[src/rtl/core/sha1_pkg.sv]
`timescale 1ns / 1ps

package sha1_pkg;

    // Item class decided by the front end.
    typedef enum logic [1:0] {
        KIND_DATA      = 2'd0,  // full word in the middle of a message
        KIND_LAST_FULL = 2'd1,  // final word with four bytes, marker word still due
        KIND_LAST_PART = 2'd2   // final word with the marker byte already merged in
    } t_kind;

    typedef struct packed {
        logic [31:0] word;
        logic [5:0]  add_bits;
        t_kind       kind;
    } t_entry;

    typedef struct packed {
        logic   valid;
        t_entry entry;
    } t_q_out;

    localparam logic [31:0] K0 = 32'h5a827999;
    localparam logic [31:0] K1 = 32'h6ed9eba1;
    localparam logic [31:0] K2 = 32'h8f1bbcdc;
    localparam logic [31:0] K3 = 32'hca62c1d6;

    localparam logic [7:0]  PAD_BYTE = 8'h80;
    localparam logic [31:0] PAD_WORD = {PAD_BYTE, 24'h000000};

    localparam logic [31:0] IV [5] = '{
        32'h67452301, 32'hefcdab89, 32'h98badcfe, 32'h10325476, 32'hc3d2e1f0
    };

    localparam logic [3:0] LEN_HI_SLOT = 4'd14;
    localparam logic [3:0] LAST_SLOT   = 4'd15;
    localparam logic [6:0] LAST_ROUND  = 7'd79;
    localparam logic [2:0] LAST_INDEX  = 3'd4;

endpackage

[src/rtl/core/sha1_message_digest_unit.sv]
`timescale 1ns / 1ps

// SHA-1 digest of a byte message streamed as big-endian 32-bit words.
// Input channel (s_axis): tdata is the message word with its first byte in
// bits 31..24, tuser the count of valid leading bytes (0..4, below 4 only on
// the last word) and tlast marks the final word of a message.
// Output channel (m_axis): five items per message, tdata a digest word,
// tuser its position (0 most significant) and tlast set on the fifth.
// Each 16-word block is shifted from the queue into the schedule window,
// then compressed by the single round unit, one round per cycle, and
// closed by the chaining add; the engine pops no word meanwhile. After
// the final word the engine appends the padding words itself, compresses
// one or two blocks, then presents the five digest words in order.
// A queue of QUEUE_DEPTH items sits in front of the engine, so input is
// still taken while a block is compressed or digest words wait.
// When the receiver stalls, the current digest word holds and the engine
// waits; input keeps flowing until the queue fills.
// Reset clears the queue, the length and fill counts and loads the
// standard initial chaining values; the next word starts a new message.

module sha1_message_digest_unit #(
    parameter int QUEUE_DEPTH = 4
) (
    input  logic        i_clk,
    input  logic        i_rst_n,
    input  logic        i_s_axis_tvalid,
    output logic        o_s_axis_tready,
    input  logic [31:0] i_s_axis_tdata,   // [31:0] message_word
    input  logic [2:0]  i_s_axis_tuser,   // [2:0] valid_bytes
    input  logic        i_s_axis_tlast,
    output logic        o_m_axis_tvalid,
    input  logic        i_m_axis_tready,
    output logic [31:0] o_m_axis_tdata,   // [31:0] digest_word
    output logic [2:0]  o_m_axis_tuser,   // [2:0] word_index
    output logic        o_m_axis_tlast
);

    logic             q_full;
    logic             q_push;
    logic             q_pop;
    sha1_pkg::t_entry q_in;
    sha1_pkg::t_q_out q_out;

    sha1_front u_front (
        .i_valid  (i_s_axis_tvalid),
        .i_word   (i_s_axis_tdata),
        .i_nbytes (i_s_axis_tuser),
        .i_final  (i_s_axis_tlast),
        .i_q_full (q_full),
        .o_ready  (o_s_axis_tready),
        .o_push   (q_push),
        .o_entry  (q_in)
    );

    sha1_fifo #(
        .DEPTH (QUEUE_DEPTH)
    ) u_fifo (
        .i_clk   (i_clk),
        .i_rst_n (i_rst_n),
        .i_push  (q_push),
        .i_entry (q_in),
        .i_pop   (q_pop),
        .o_full  (q_full),
        .o_q     (q_out)
    );

    sha1_engine u_engine (
        .i_clk    (i_clk),
        .i_rst_n  (i_rst_n),
        .i_q      (q_out),
        .o_pop    (q_pop),
        .o_tvalid (o_m_axis_tvalid),
        .i_tready (i_m_axis_tready),
        .o_tdata  (o_m_axis_tdata),
        .o_tuser  (o_m_axis_tuser),
        .o_tlast  (o_m_axis_tlast)
    );

endmodule

[src/rtl/core/sha1_front.sv]
`timescale 1ns / 1ps

module sha1_front (
    input  logic               i_valid,
    input  logic [31:0]        i_word,
    input  logic [2:0]         i_nbytes,
    input  logic               i_final,
    input  logic               i_q_full,
    output logic               o_ready,
    output logic               o_push,
    output sha1_pkg::t_entry   o_entry
);

    logic [2:0]  nb;
    logic [31:0] mask;

    assign o_ready = !i_q_full;
    assign o_push  = i_valid && !i_q_full;

    // Counts above four on a final word are taken as four.
    assign nb = (i_nbytes > 3'd4) ? 3'd4 : i_nbytes;

    always_comb begin
        unique case (nb)
            3'd0:    mask = 32'h00000000;
            3'd1:    mask = 32'hff000000;
            3'd2:    mask = 32'hffff0000;
            3'd3:    mask = 32'hffffff00;
            default: mask = 32'hffffffff;
        endcase
    end

    always_comb begin
        if (!i_final) begin
            o_entry.word     = i_word;
            o_entry.add_bits = 6'd32;
            o_entry.kind     = sha1_pkg::KIND_DATA;
        end else if (nb == 3'd4) begin
            o_entry.word     = i_word;
            o_entry.add_bits = 6'd32;
            o_entry.kind     = sha1_pkg::KIND_LAST_FULL;
        end else begin
            // The marker byte lands right after the last valid byte.
            o_entry.word     = (i_word & mask) | (sha1_pkg::PAD_WORD >> {nb, 3'b000});
            o_entry.add_bits = {nb, 3'b000};
            o_entry.kind     = sha1_pkg::KIND_LAST_PART;
        end
    end

endmodule

[src/rtl/core/sha1_fifo.sv]
`timescale 1ns / 1ps

module sha1_fifo #(
    parameter int DEPTH = 4
) (
    input  logic             i_clk,
    input  logic             i_rst_n,
    input  logic             i_push,
    input  sha1_pkg::t_entry i_entry,
    input  logic             i_pop,
    output logic             o_full,
    output sha1_pkg::t_q_out o_q
);

    localparam int AW = $clog2(DEPTH);
    localparam int CW = $clog2(DEPTH + 1);

    sha1_pkg::t_entry r_mem [DEPTH];
    logic [AW-1:0]    r_wr, n_wr;
    logic [AW-1:0]    r_rd, n_rd;
    logic [CW-1:0]    r_cnt, n_cnt;
    logic             do_push, do_pop;

    assign o_full     = (r_cnt == CW'(DEPTH));
    assign o_q.valid  = (r_cnt != '0);
    assign o_q.entry  = r_mem[r_rd];
    assign do_push    = i_push && !o_full;
    assign do_pop     = i_pop && o_q.valid;

    always_comb begin
        n_wr  = r_wr;
        n_rd  = r_rd;
        n_cnt = r_cnt;
        if (do_push) begin
            n_wr = (r_wr == AW'(DEPTH - 1)) ? '0 : r_wr + 1'b1;
        end
        if (do_pop) begin
            n_rd = (r_rd == AW'(DEPTH - 1)) ? '0 : r_rd + 1'b1;
        end
        if (do_push && !do_pop) begin
            n_cnt = r_cnt + 1'b1;
        end else if (do_pop && !do_push) begin
            n_cnt = r_cnt - 1'b1;
        end
    end

    always_ff @(posedge i_clk) begin
        if (!i_rst_n) begin
            r_wr  <= '0;
            r_rd  <= '0;
            r_cnt <= '0;
        end else begin
            r_wr  <= n_wr;
            r_rd  <= n_rd;
            r_cnt <= n_cnt;
        end
    end

    always_ff @(posedge i_clk) begin
        if (do_push) begin
            r_mem[r_wr] <= i_entry;
        end
    end

endmodule

[src/rtl/core/sha1_engine.sv]
`timescale 1ns / 1ps

module sha1_engine (
    input  logic             i_clk,
    input  logic             i_rst_n,
    input  sha1_pkg::t_q_out i_q,
    output logic             o_pop,
    output logic             o_tvalid,
    input  logic             i_tready,
    output logic [31:0]      o_tdata,
    output logic [2:0]       o_tuser,
    output logic             o_tlast
);

    typedef enum logic [3:0] {
        S_LOAD  = 4'b0001,
        S_ROUND = 4'b0010,
        S_ADD   = 4'b0100,
        S_OUT   = 4'b1000
    } t_state;

    typedef enum logic [3:0] {
        PH_NONE   = 4'b0001,
        PH_MARK   = 4'b0010,
        PH_ZERO   = 4'b0100,
        PH_LEN_LO = 4'b1000
    } t_phase;

    t_state      r_state, n_state;
    t_phase      r_phase, n_phase;
    logic [3:0]  r_fill, n_fill;
    logic [6:0]  r_round, n_round;
    logic [63:0] r_bitlen, n_bitlen;
    logic        r_finish, n_finish;
    logic [2:0]  r_oidx, n_oidx;
    logic [31:0] r_h [5];
    logic [31:0] n_h [5];
    logic [31:0] r_v [5];
    logic [31:0] n_v [5];
    logic [31:0] r_win [16];

    logic        push;
    logic [31:0] push_word;
    logic [31:0] fn, kc, tmp, sched;
    logic        win_shift;
    logic [31:0] win_in;

    // The window shifts by one word per push and per round; slot 0 is W[t].
    assign sched = {r_win[13] ^ r_win[8] ^ r_win[2] ^ r_win[0]} << 1
                 | {r_win[13] ^ r_win[8] ^ r_win[2] ^ r_win[0]} >> 31;

    always_comb begin
        if (r_round < 7'd20) begin
            fn = (r_v[1] & r_v[2]) | (~r_v[1] & r_v[3]);
            kc = sha1_pkg::K0;
        end else if (r_round < 7'd40) begin
            fn = r_v[1] ^ r_v[2] ^ r_v[3];
            kc = sha1_pkg::K1;
        end else if (r_round < 7'd60) begin
            fn = (r_v[1] & r_v[2]) | (r_v[1] & r_v[3]) | (r_v[2] & r_v[3]);
            kc = sha1_pkg::K2;
        end else begin
            fn = r_v[1] ^ r_v[2] ^ r_v[3];
            kc = sha1_pkg::K3;
        end
        tmp = {r_v[0][26:0], r_v[0][31:27]} + fn + r_v[4] + kc + r_win[0];
    end

    always_comb begin
        n_state   = r_state;
        n_phase   = r_phase;
        n_fill    = r_fill;
        n_round   = r_round;
        n_bitlen  = r_bitlen;
        n_finish  = r_finish;
        n_oidx    = r_oidx;
        n_h       = r_h;
        n_v       = r_v;
        push      = 1'b0;
        push_word = '0;
        o_pop     = 1'b0;

        unique case (r_state)
            S_LOAD: begin
                unique case (r_phase)
                    PH_NONE: begin
                        if (i_q.valid) begin
                            o_pop     = 1'b1;
                            push      = 1'b1;
                            push_word = i_q.entry.word;
                            n_bitlen  = r_bitlen + {58'd0, i_q.entry.add_bits};
                            unique case (i_q.entry.kind)
                                sha1_pkg::KIND_LAST_FULL: n_phase = PH_MARK;
                                sha1_pkg::KIND_LAST_PART: n_phase = PH_ZERO;
                                default:                  n_phase = PH_NONE;
                            endcase
                        end
                    end
                    PH_MARK: begin
                        push      = 1'b1;
                        push_word = sha1_pkg::PAD_WORD;
                        n_phase   = PH_ZERO;
                    end
                    PH_ZERO: begin
                        push = 1'b1;
                        if (r_fill == sha1_pkg::LEN_HI_SLOT) begin
                            push_word = r_bitlen[63:32];
                            n_phase   = PH_LEN_LO;
                        end
                    end
                    PH_LEN_LO: begin
                        push      = 1'b1;
                        push_word = r_bitlen[31:0];
                        n_phase   = PH_NONE;
                        n_finish  = 1'b1;
                    end
                    default: n_phase = PH_NONE;
                endcase
                if (push) begin
                    n_fill = r_fill + 1'b1;
                    if (r_fill == sha1_pkg::LAST_SLOT) begin
                        n_v     = r_h;
                        n_round = '0;
                        n_state = S_ROUND;
                    end
                end
            end
            S_ROUND: begin
                n_v[4]  = r_v[3];
                n_v[3]  = r_v[2];
                n_v[2]  = {r_v[1][1:0], r_v[1][31:2]};
                n_v[1]  = r_v[0];
                n_v[0]  = tmp;
                n_round = r_round + 1'b1;
                if (r_round == sha1_pkg::LAST_ROUND) begin
                    n_round = '0;
                    n_state = S_ADD;
                end
            end
            S_ADD: begin
                for (int i = 0; i < 5; i++) begin
                    n_h[i] = r_h[i] + r_v[i];
                end
                n_oidx  = '0;
                n_state = r_finish ? S_OUT : S_LOAD;
            end
            S_OUT: begin
                if (i_tready) begin
                    if (r_oidx == sha1_pkg::LAST_INDEX) begin
                        n_h      = sha1_pkg::IV;
                        n_bitlen = '0;
                        n_fill   = '0;
                        n_finish = 1'b0;
                        n_state  = S_LOAD;
                    end else begin
                        n_oidx = r_oidx + 1'b1;
                    end
                end
            end
            default: n_state = S_LOAD;
        endcase
    end

    assign win_shift = push || (r_state == S_ROUND);
    assign win_in    = push ? push_word : sched;

    always_ff @(posedge i_clk) begin
        if (!i_rst_n) begin
            r_state  <= S_LOAD;
            r_phase  <= PH_NONE;
            r_fill   <= '0;
            r_round  <= '0;
            r_bitlen <= '0;
            r_finish <= 1'b0;
            r_oidx   <= '0;
            r_h      <= sha1_pkg::IV;
            r_v      <= '{default: '0};
        end else begin
            r_state  <= n_state;
            r_phase  <= n_phase;
            r_fill   <= n_fill;
            r_round  <= n_round;
            r_bitlen <= n_bitlen;
            r_finish <= n_finish;
            r_oidx   <= n_oidx;
            r_h      <= n_h;
            r_v      <= n_v;
        end
    end

    always_ff @(posedge i_clk) begin
        if (win_shift) begin
            for (int i = 0; i < 15; i++) begin
                r_win[i] <= r_win[i+1];
            end
            r_win[15] <= win_in;
        end
    end

    assign o_tvalid = (r_state == S_OUT);
    assign o_tdata  = r_h[r_oidx];
    assign o_tuser  = r_oidx;
    assign o_tlast  = (r_oidx == sha1_pkg::LAST_INDEX);

endmodule

[config.mk]
export PLATFORM = sky130hd
export DESIGN_NAME = sha1_message_digest_unit
export DESIGN_NICKNAME = d
export VERILOG_FILES = /design/src/rtl/core/sha1_pkg.sv /design/src/rtl/core/sha1_message_digest_unit.sv /design/src/rtl/core/sha1_front.sv /design/src/rtl/core/sha1_fifo.sv /design/src/rtl/core/sha1_engine.sv
export SDC_FILE = /design/constraint.sdc
export NUM_CORES = 2
export LEC_CHECK = 0
export ABC_AREA = 1
export ABC_CLOCK_PERIOD_IN_PS = 40300
export BUFFER_PORTS_ARGS = -buffer_cell sky130_fd_sc_hd__buf_4
export CAP_MARGIN = 30
export CORE_UTILIZATION = 39
export DETAILED_ROUTE_END_ITERATION = 10
export PLACE_DENSITY_LB_ADDON = 0.25
export SYNTH_ARGS = -nofsm -noshare
export SYNTH_HDL_FRONTEND = slang
export SYNTH_SLANG_ARGS = --single-unit
[constraint.sdc]
create_clock -name i_clk -period 40.3 [get_ports i_clk]
set_input_delay 6.045 -clock i_clk [delete_from_list [all_inputs] [get_ports i_clk]]
set_output_delay 6.045 -clock i_clk [all_outputs]
set_load 0.01 [all_outputs]
==> run summary <==
Synth Instances - 6633
largest net degree at the start of global routing - 227
area grow syn2layout - 11.56%
DIE AREA - 149900 um^2
Setup Crit Path Kind - register to primary output
required time worst endpoint - 34.26 ns
Slew Limit Headroom - 20.40%
layout net count - 7048
clock share of power - 29.7%
Max stage delay cell, worst path - dfxtp_2
pre-CTS setup slack - 31.81 ns
antenna violations before repair - 6
Clock transition at path regs - 0.06 ns
CTS tree - built
Sw Ratio - 33.00%
Sink Count - 1073
Mapped Area - 57850 um^2
share of cells above drive strength 1 - 5.840%
Hold WS - 0.3913 ns
CP Capture Type - primary output
Final Skew - 0.05406 ns
Reg power frac - 46.5%
die height - 387.1 um
slew at the pin closest to its max-slew limit - 1.194 ns
number of synthesized flops with an enable pin - 660
GPL Wtd Cong - 1.016
Main synth FF type - edfxtp_1
most used cell, CP - buf_4
Post-CTS Resized - 0
placed cell count - 8442
Seq/Total Area, Yosys - 48.55%
Avg Cell Area, Syn - 8.721 um^2
Max VDD drop - 0.1512 mV
Crit Path Max Fanout - 118
Commonest cells post-synth - nand2_1 (1417), inv_1 (675), edfxtp_1 (660)
Final Hold Viols - 0
CTS buffer count - 118
cell taking the most area after synthesis - edfxtp_1
area of the multi-input gates - 26150 um^2
Die W - 387.1 um
Non-Filler Instances - 8669
core area - 146400 um^2
Leakage - 0.02567 uW
via count - 48970
initial cell density of the core - 39.50%
number of global-route vias before repair - 45210
Syn Nets - 7035
Comb pwr share - 23.8%
max incr delay on CP - 0.96 ns
grt total ovfl - 0
Fillers - 14480
post-synth top area share - 34.26%
placement row count - 140
CTS root buffer - clkbuf_16
CTS Buffer Depth - 3
Final Instance Area - 64530 um^2
Tmin final - 9.305 ns
global-route wire length before repair - 306100 um
Netlist cell types - 58
post-route setup TNS - 0 ns
setup bufs post-CTS - 0
Setup WS post-layout - 31.00 ns
PD cells - 60.05 nW/um^2
FF+latch count, synth - 1073
HP Class - register to register
max-cap viol count - 0
final slew viol count - 0
Seq. cell area - 28090 um^2
DP Area - 60380 um^2
NetSw - 1279 uW
placed wire-length estimate - 155000 um
Synth Warn # - 0
count leader, synth - nand2_1
cts-stage hold buffer count - 0
drt pass-1 iters - 8
Worst-Skew Late Latency - 0.78 ns
final worst-path cycle share - 23.09%
Cell Chain, Critical Path - clkinv_2 -> buf_4 -> a21oi_1 -> o21ai_0 -> a31oi_1 -> buf_4
CP Launch Type - register
Max Clk Rate - 107.5 MHz
setup violators final - 0
Routed Antenna Nets - 0
DRT iter0 DRCs - 5707
H-tree depth reported by CTS - 3
WL/cell - 24.25 um
status - complete, no violations
DRC viols - 0
I/O pin cnt - 78
Synth area leaders - edfxtp_1 (34%), dfxtp_1 (14%), nand2_1 (9.2%)
final wirelength - 210300 um
port bufs - 77
gr usage total - 27.45%
cell internal pwr - 2596 uW
CP arrival - 3.26 ns
Avg Vias per Cell - 5.649
worst reg2reg setup slack - 33.78 ns
async set-reset flop share out of synthesis - 0%
unrepaired setup endpoints after global routing - no
[sequential cells by signal, indices dropped and copies added, names as in the netlist, named ones only]
register           cells
u_engine.r_state       4
u_engine.r_win       512
u_engine.r_bitlen     61
u_fifo.r_wr            2
u_fifo.r_rd            2
u_fifo.r_cnt           3
u_engine.r_finish      1
u_engine.r_phase       4
u_engine.o_tuser       3
u_engine.r_h         160
u_fifo.r_mem         148
u_engine.r_round       7
u_engine.r_v         160
u_engine.r_fill        4
[through the flow]
stage | util (%) | total power, uW
global route | 44.06 | 4062
floorplan | - | 2599
detailed placement | 41.23 | 2756
finish | 44.07 | 3875
CTS | 44.04 | 3913
global placement | 41.16 | 2731
[power groups by stage]
stage / combinational (uW) / clock [uW] / sequential (uW)
after CTS: 935 / 1170 / 1810
after detailed placement: 932 / 0 / 1820
after global placement: 918 / 0 / 1810
final: 923 / 1150 / 1800
after global routing: 1020 / 1210 / 1830
after floorplan: 590 / 0 / 2010
[layout by cell type, fill, tap and decap left out, drive strengths merged, types with 85 or more instances in the layout]
master	instances
a21oi	657
a31oi	216
buf	140
clkbuf	141
dfxtp	413
edfxtp	660
fa	126
ha	236
inv	696
nand2	1420
nand3	308
nand4	91
nor2	567
nor3	85
o21ai	478
[worst max-delay path, delay by kind of cell, from the launching register on]
kind,cells,cell delay (ns)
compound gates,3,0.68
buf+inv,3,0.75
flops,1,0.96
[kinds of logic after synthesis]
kind of cell	after synthesis	share of synthesized area, %
XOR/XNOR	153	2.317
AND/OR/NAND/NOR	2548	18.39
adder cells (fa/ha/maj)	362	9.465
buffers and inverters	936	6.368
AO/OA/AOI/OAI	1561	14.91
flip-flops	1073	48.55
[final timing paths]
check,from,to,depth (start not counted)
worst min register to register,u_engine.r_win[2][96],u_engine.r_win[2][64],0
worst min-delay path,u_engine.r_win[2][96],u_engine.r_win[2][64],0
worst max register to register,u_engine.r_round[5],u_engine.r_v[157],26
worst max-delay path,u_engine.o_tuser[0],o_m_axis_tdata[17],6
[per-layer routing]
metal	vias up	track usage, %	part of all wire (%)	routed length [um]
met5	-	0	0.015	31
met4	4	14.65	5.8	12200
met3	448	4.758	8.7	18390
met2	2117	40.05	42	88300
met1	23600	38.71	43	91340
li1	22800	-	-	-
[cell type report]
class                   instances  area share (%)
diodes                          5         0.01939
clock buffers                 141           4.820
clock inverters                80           1.547
inverters                     689           4.033
multi-input cells            4624           40.52
flip-flops and latches       1073           43.53
well taps                    1917           3.717
repair buffers                140           1.819
Note: power is estimated with default switching activity, not from simulation.
